**config.mk**
```make
export PLATFORM = sky130hd
export DESIGN_NAME = g2p_ctrl
export DESIGN_NICKNAME = d
export VERILOG_FILES = /design/src/g2p_pkg.sv /design/src/g2p_ctrl.sv
export SDC_FILE = /design/constraint.sdc
export NUM_CORES = 1
export LEC_CHECK = 0
export BUFFER_PORTS_ARGS = -buffer_cell sky130_fd_sc_hd__buf_4
export CORE_MARGIN = 2
export CORE_UTILIZATION = 49
export DETAILED_ROUTE_END_ITERATION = 16
export GPL_ROUTABILITY_DRIVEN = 0
export PLACE_DENSITY = 0.71
export SLEW_MARGIN = 30
export SYNTH_ARGS = -nofsm -noshare
export SYNTH_HDL_FRONTEND = slang
export SYNTH_SLANG_ARGS = --single-unit
```
**constraint.sdc**
```tcl
create_clock -name clk -period 2.7 [get_ports clk]
set_clock_uncertainty 0.15 [all_clocks]
set_input_delay 0.27 -clock clk [delete_from_list [all_inputs] [get_ports clk]]
set_output_delay 0.27 -clock clk [all_outputs]
set_load 0.02 [all_outputs]
```
**src/g2p_pkg.sv**
```systemverilog
`timescale 1ns / 1ps
`default_nettype none
package g2p_pkg;
  localparam int unsigned SupportNodesDef = 27;
  localparam int unsigned InDataW = 280;
  localparam int unsigned OutDataW = 264;
  localparam logic [31:0] StepTimeRst = 32'd429497;
  localparam logic [39:0] InvInertiaRst = 40'd2621440000;
  localparam logic CMD_LOAD = 1'b0;
  localparam logic CMD_NODE = 1'b1;
  localparam logic [1:0] REG_STEP_TIME = 2'd0;
  localparam logic [1:0] REG_INV_INERTIA = 2'd1;
  localparam logic [1:0] ROW_LAST = 2'd2;
  localparam logic [3:0] NODE_STEPS = 4'd9;
  localparam logic [3:0] NODE_DRAIN = 4'd10;
  localparam logic [3:0] MAT_LAST = 4'd8;

  typedef struct packed {
    logic       load;
    logic       node;
    logic       coef;
    logic       issue;
    logic       mat;
    logic       grad;
    logic       vel;
    logic       clear;
    logic [3:0] step;
  } g2p_cmd_t;

  function automatic logic signed [31:0] sat32(input logic signed [79:0] x);
    if (x > 80'sh7FFF_FFFF) return 32'sh7FFF_FFFF;
    if (x < -80'sh8000_0000) return 32'sh8000_0000;
    return x[31:0];
  endfunction

  function automatic logic signed [47:0] sat48(input logic signed [79:0] x);
    if (x > 80'sh7FFF_FFFF_FFFF) return 48'sh7FFF_FFFF_FFFF;
    if (x < -80'sh8000_0000_0000) return 48'sh8000_0000_0000;
    return x[47:0];
  endfunction

  function automatic logic signed [79:0] rsh16(input logic signed [79:0] x);
    return (x + 80'sd32768) >>> 16;
  endfunction

  function automatic logic signed [79:0] rsh32(input logic signed [79:0] x);
    return (x + 80'sh8000_0000) >>> 32;
  endfunction

  function automatic logic [1:0] row_of(input logic [3:0] k);
    unique case (k)
      4'd0, 4'd1, 4'd2: return 2'd0;
      4'd3, 4'd4, 4'd5: return 2'd1;
      4'd6, 4'd7, 4'd8: return 2'd2;
      default: return 2'd0;
    endcase
  endfunction

  function automatic logic [1:0] col_of(input logic [3:0] k);
    unique case (k)
      4'd0, 4'd3, 4'd6: return 2'd0;
      4'd1, 4'd4, 4'd7: return 2'd1;
      4'd2, 4'd5, 4'd8: return 2'd2;
      default: return 2'd0;
    endcase
  endfunction
endpackage
`default_nettype wire

```
**src/g2p_ctrl.sv**
```systemverilog
`timescale 1ns / 1ps
`default_nettype none
module g2p_ctrl import g2p_pkg::*; #(
  parameter int unsigned SUPPORT_NODES = SupportNodesDef
) (
  input  wire logic     clk,
  input  wire logic     rst,
  input  wire logic     s_tvalid,
  output logic          s_tready,
  input  wire logic     in_kind,
  output logic          m_tvalid,
  input  wire logic     m_tready,
  output logic          m_tlast,
  output g2p_cmd_t      cmd
);
  localparam int unsigned NcW = $clog2(SUPPORT_NODES + 1);

  typedef enum logic [6:0] {
    S_IDLE = 7'b0000001,
    S_COEF = 7'b0000010,
    S_NODE = 7'b0000100,
    S_MAT  = 7'b0001000,
    S_GRAD = 7'b0010000,
    S_VEL  = 7'b0100000,
    S_OUT  = 7'b1000000
  } state_t;

  state_t         state, state_next;
  logic [3:0]     step, step_next;
  logic [NcW-1:0] node_cnt, node_cnt_next;
  logic           accept;

  assign s_tready = (state == S_IDLE);
  assign accept   = s_tvalid && s_tready;
  assign m_tvalid = (state == S_OUT);
  assign m_tlast  = (state == S_OUT) && (step[1:0] == ROW_LAST);

  always_comb begin
    state_next    = state;
    step_next     = step;
    node_cnt_next = node_cnt;
    unique case (state)
      S_IDLE: begin
        if (accept && in_kind == CMD_NODE) state_next = S_COEF;
      end
      S_COEF: begin
        state_next = S_NODE;
        step_next  = 4'd0;
      end
      S_NODE: begin
        step_next = step + 4'd1;
        if (step == NODE_DRAIN) begin
          step_next = 4'd0;
          if (node_cnt == NcW'(SUPPORT_NODES - 1)) begin
            state_next = S_MAT;
          end else begin
            node_cnt_next = node_cnt + NcW'(1);
            state_next    = S_IDLE;
          end
        end
      end
      S_MAT: begin
        step_next = step + 4'd1;
        if (step == MAT_LAST) begin
          step_next  = 4'd0;
          state_next = S_GRAD;
        end
      end
      S_GRAD: begin
        step_next = step + 4'd1;
        if (step == MAT_LAST) begin
          step_next  = 4'd0;
          state_next = S_VEL;
        end
      end
      S_VEL: begin
        step_next = step + 4'd1;
        if (step[1:0] == ROW_LAST) begin
          step_next  = 4'd0;
          state_next = S_OUT;
        end
      end
      S_OUT: begin
        if (m_tready) begin
          step_next = step + 4'd1;
          if (step[1:0] == ROW_LAST) begin
            step_next     = 4'd0;
            node_cnt_next = '0;
            state_next    = S_IDLE;
          end
        end
      end
      default: state_next = S_IDLE;
    endcase
  end

  always_ff @(posedge clk) begin
    if (rst) begin
      state    <= S_IDLE;
      step     <= 4'd0;
      node_cnt <= '0;
    end else begin
      state    <= state_next;
      step     <= step_next;
      node_cnt <= node_cnt_next;
    end
  end

  always_comb begin
    cmd       = '0;
    cmd.load  = accept && (in_kind == CMD_LOAD);
    cmd.node  = accept && (in_kind == CMD_NODE);
    cmd.coef  = (state == S_COEF);
    cmd.issue = (state == S_NODE) && (step < NODE_STEPS);
    cmd.mat   = (state == S_MAT);
    cmd.grad  = (state == S_GRAD);
    cmd.vel   = (state == S_VEL);
    cmd.clear = (state == S_OUT) && m_tready && (step[1:0] == ROW_LAST);
    cmd.step  = step;
  end
endmodule
`default_nettype wire

```
==> reports/results.env <==
OUTCOME='finished clean'
CORE_SQ_UM=2233
CLK_LATENCY_NS=0.29
DIE_X_MICRONS=52.63
NUMBER_OF_DRC_VIOLATIONS_AFTER_DETAILED_ROUTING_ITERATION_0=33
GRT_BUSIEST_LAYER='met2'
TIMING.CRITICAL_PATH.SLOWEST_STAGE_CELL='sky130_fd_sc_hd__nor4_1'
CTS-ROOT-TO-SINK-BUFFERS=2
TOTAL_LEAKAGE_POWER_nW=0.5413
SYNTH.LARGEST_AREA_CELL='sky130_fd_sc_hd__dfxtp_1'
SYNTH_TOP_FAMILY_BY_AREA='simple AND/OR/NAND/NOR gates'
FINAL_CELLS=190
HOLD_SLACK_NS=0.09754
END_KIND='output pin'
SETUP_VIOLATIONS=0
DRTPASS1ITERATIONS=4
SYN_AREA_SQ_UM=1159
POWER.DENSITY_nW_PER_UM2=480.3
GRT_FIRST_PASS_WIRELENGTH_MM=4.581
POSTCTSHOLDBUFS=0
GROUTE.LAYER.MET2.USAGE_PCT=38.33
WIRE_PER_INST_MICRONS=14.38
FRACTION_OF_THE_MAPPED_NETLIST_AREA_IN_COMPOUND_GATES_PCT=18.03
CLOCKROOTBUFFER='sky130_fd_sc_hd__clkbuf_4'
POSTCTSRESIZEDCELLS=0
MULTIINPUTGATEAREA_SQ_UM=784.5
FINALPOWER_uW=646.1
DP.CELLS=186
STD_CELL_ROWS=17
CP.REQUIRED_NS=2.28
GRT_PASS1_VIAS=1032
DETAIL-ROUTE-ANTENNA-NETS=0
FINAL_UTIL_PCT=60.22
SYNTHCELLS=144
TOTALNEGATIVESETUPSLACK_NS=0
TRITONCTS='done'
POST_DRT_VIA_CELL_RATIO=5.879
POST_ROUTE_CELLS_DRIVE_ABOVE_1_SHARE_PCT=17.28
PER_INSTANCE_AVERAGE_AREA_AFTER_SYNTHESIS_SQ_UM=8.046
MIN_PERIOD_OVER_PERIOD_PCT=87.37
FLOW.AREA_GROWTH_FROM_SYNTHESIS_PCT=16.09
POST_SYNTH_MAIN_AREA_CONTRIBUTORS='sky130_fd_sc_hd__dfxtp_1, sky130_fd_sc_hd__ha_1, sky130_fd_sc_hd__nor2_1'
MAXCLOCKFREQUENCY_MHz=423.9
NUMBER_OF_DISTINCT_LIBRARY_CELL_VARIANTS_IN_THE_GATE_LEVEL_NETLIST_AFTER_SYNTHESIS=40
CP_CLASS='reg2out'
PIN_COUNT_OF_THE_BIGGEST_NET_ENTERING_GLOBAL_ROUTING=13
TRACK_USAGE_PCT=22.43
SYNTH_SEQUENTIAL_AREA_RATIO_PCT=27.65
SYNTH_AREA_IN_XOR_XNOR_PCT=5.292
N_ANTENNA_CELL=0
IR_DROP_WORST_CASE_VDD_mV=0.4083
GRT.MET1_USAGE_PCT=28.42
TIGHTESTPINTRANSITION_NS=0.6294
CRITPATHBUFINV=1
INITIAL_CORE_UTIL_PCT=51.88
DIEAREA_SQ_UM=2769
GLOBALROUTEMET3UTIL_PCT=5.143
WORST-ENDPOINT-ARRIVAL_NS=1.94
UNREPAIRED_SETUP_ENDPOINTS_AFTER_GLOBAL_ROUTING='false'
CP_SLOWEST_STAGE_DELAY_NS=0.60
YS_DOMINANT_REG_CELL='sky130_fd_sc_hd__dfxtp_1'
MIN_PATH_TYPE='in2reg'
ASYNC_RESET_FF_SHARE_PCT=0
SYNTH_FA_HA_AREA_SHARE_PCT=7.559
PLACE.DETAILED.HPWL_MM=2.077
GR-TOTAL-OVERFLOW=0
IOS=20
CRITPATHMOSTFREQUENTCELL='sky130_fd_sc_hd__and3_1'
DESIGN.FINAL.NETS=175
PATH_MAX_FANOUT=9
SLEW_HEADROOM_PCT=57.66
PATH_CELLS='nor4_1 > and3_1 > and3_1 > buf_4'
ROUTED-VIA-COUNT=1117
REMAINING_DESIGN_RULE_VIOLATION_COUNT=0
FINAL_HOLD_VIOL_COUNT=0
POST-CTS-SETUP-BUFFER-COUNT=0
WORST_PATH_DOMINANT_CELL_FAMILY='simple AND/OR/NAND/NOR gates'
BUFFER_PORTS.INSERTED=19
NUMBER_OF_ENABLE_FLIP_FLOP_CELLS_AFTER_SYNTHESIS=0
CLK_PIN_SLEW_NS=0.10
FINAL.MIN_CLOCK_PERIOD_NS=2.359
GRT_ANTENNA_BEFORE_REPAIR=0
NETS_IN_THE_SYNTHESIZED_NETLIST=156
FP.DIEH_MICRONS=52.63
YOSYS_REGISTER_BITS=16
YOSYSTOPAREACELLSHARE_PCT=27.65
SYNTH.YOSYS.WARNINGS=0
REPORT.FINAL.SLEW_VIOL_COUNT=0
MAXCAPVIOLATIONS=0
STARTPOINT_TYPE='register'
SYNTHESIZED_AREA_FRACTION_OCCUPIED_BY_AND_OR_NAND_NOR_CELLS_PCT=36.83
AREA_OCCUPIED_BY_REGISTERS_SQ_UM=320.3
POST_SYNTH_MUX_AREA_SHARE_PCT=0
CLOCK_SINK_COUNT=16
WIRELENGTH_MM=2.732
NUMCTSBUFFERS=3
NUM-FILL-CELLS=218
CTS-HTREE-LEVELS=1
## stage by stage
stage	worst slack, ns	cell area, sq um
2_1_floorplan	0.6049	1159
3_3_place_gp	0.6057	1309
3_5_place_dp	0.5165	1309
4_1_cts	0.3314	1345
5_1_grt	0.1955	1345
6_report	0.3409	1345
## where the power goes
| group | internal (mW) | switching [mW] |
|---|---|---|
| combinational | 0.0858 | 0.128 |
| sequential | 0.248 | 0.0262 |
| clock | 0.0822 | 0.0763 |
## final timing paths
check,start,to,slack (ns),cells past startpoint
worst max register to register,step[0]$_SDFFE_PP0P_,state[3]$_SDFFE_PP0P_,0.45,7
worst max-delay path,state[6]$_SDFFE_PP0P_,cmd[10],0.34,4
worst min register to register,node_cnt[4]$_SDFFE_PP0P_,node_cnt[4]$_SDFFE_PP0P_,0.38,2
worst min-delay path,rst,step[1]$_SDFFE_PP0P_,0.1,2
## layer usage
metal  vias to the layer above  wire [microns]
met1                       520            1291
met2                        30            1291
met3                         2             136
met5                         -               0
met4                         0              12
li1                        565               -
## registers in the layout, indices dropped and copies added (netlist names)
| register | count |
|---|---|
| state | 7 |
| step | 4 |
| node_cnt | 5 |
## final cells by class
type,instances,area share [%]
Tap cell,28,2.605
Sequential cell,16,23.81
Clock buffer,4,2.698
Inverter,5,1.395
Timing Repair Buffer,20,11.16
Multi-Input combinational cell,117,58.33
## logic make-up (layout without fill, tap and decap cells)
kind of cell,count (synthesis),in the layout
compound gates,31,31
xor+xnor,7,7
fa+ha+maj,7,7
buf+inv,11,29
flops,16,16
simple gates,72,72
## placed cells by master, fill, tap and decap left out, drive strengths merged, types with 4 or more instances in the layout
cell type and n:
dfxtp 16, clkbuf 4, ha 7, nand4b 5, nand3 10, xor2 6
nand3b 4, nor3b 4, o21ai 8, nand2 9, nand4 4, a21oi 10
nor2 15, buf 20, inv 5
## synth_stat cells (all sizes together) (2+ instances only)
library cell	number
dfxtp	16
nor2	15
a21oi	10
nand3	10
nand2	9
o21ai	8
ha	7
xor2	6
buf	5
inv	5
nand4b	5
nand3b	4
nand4	4
nor3b	4
and2	3
and3	3
nand2b	3
o211ai	3
and4	2
nor3	2
nor4	2
o22a	2
o31ai	2
or3	2
Note: power is estimated with default switching activity, not from simulation.
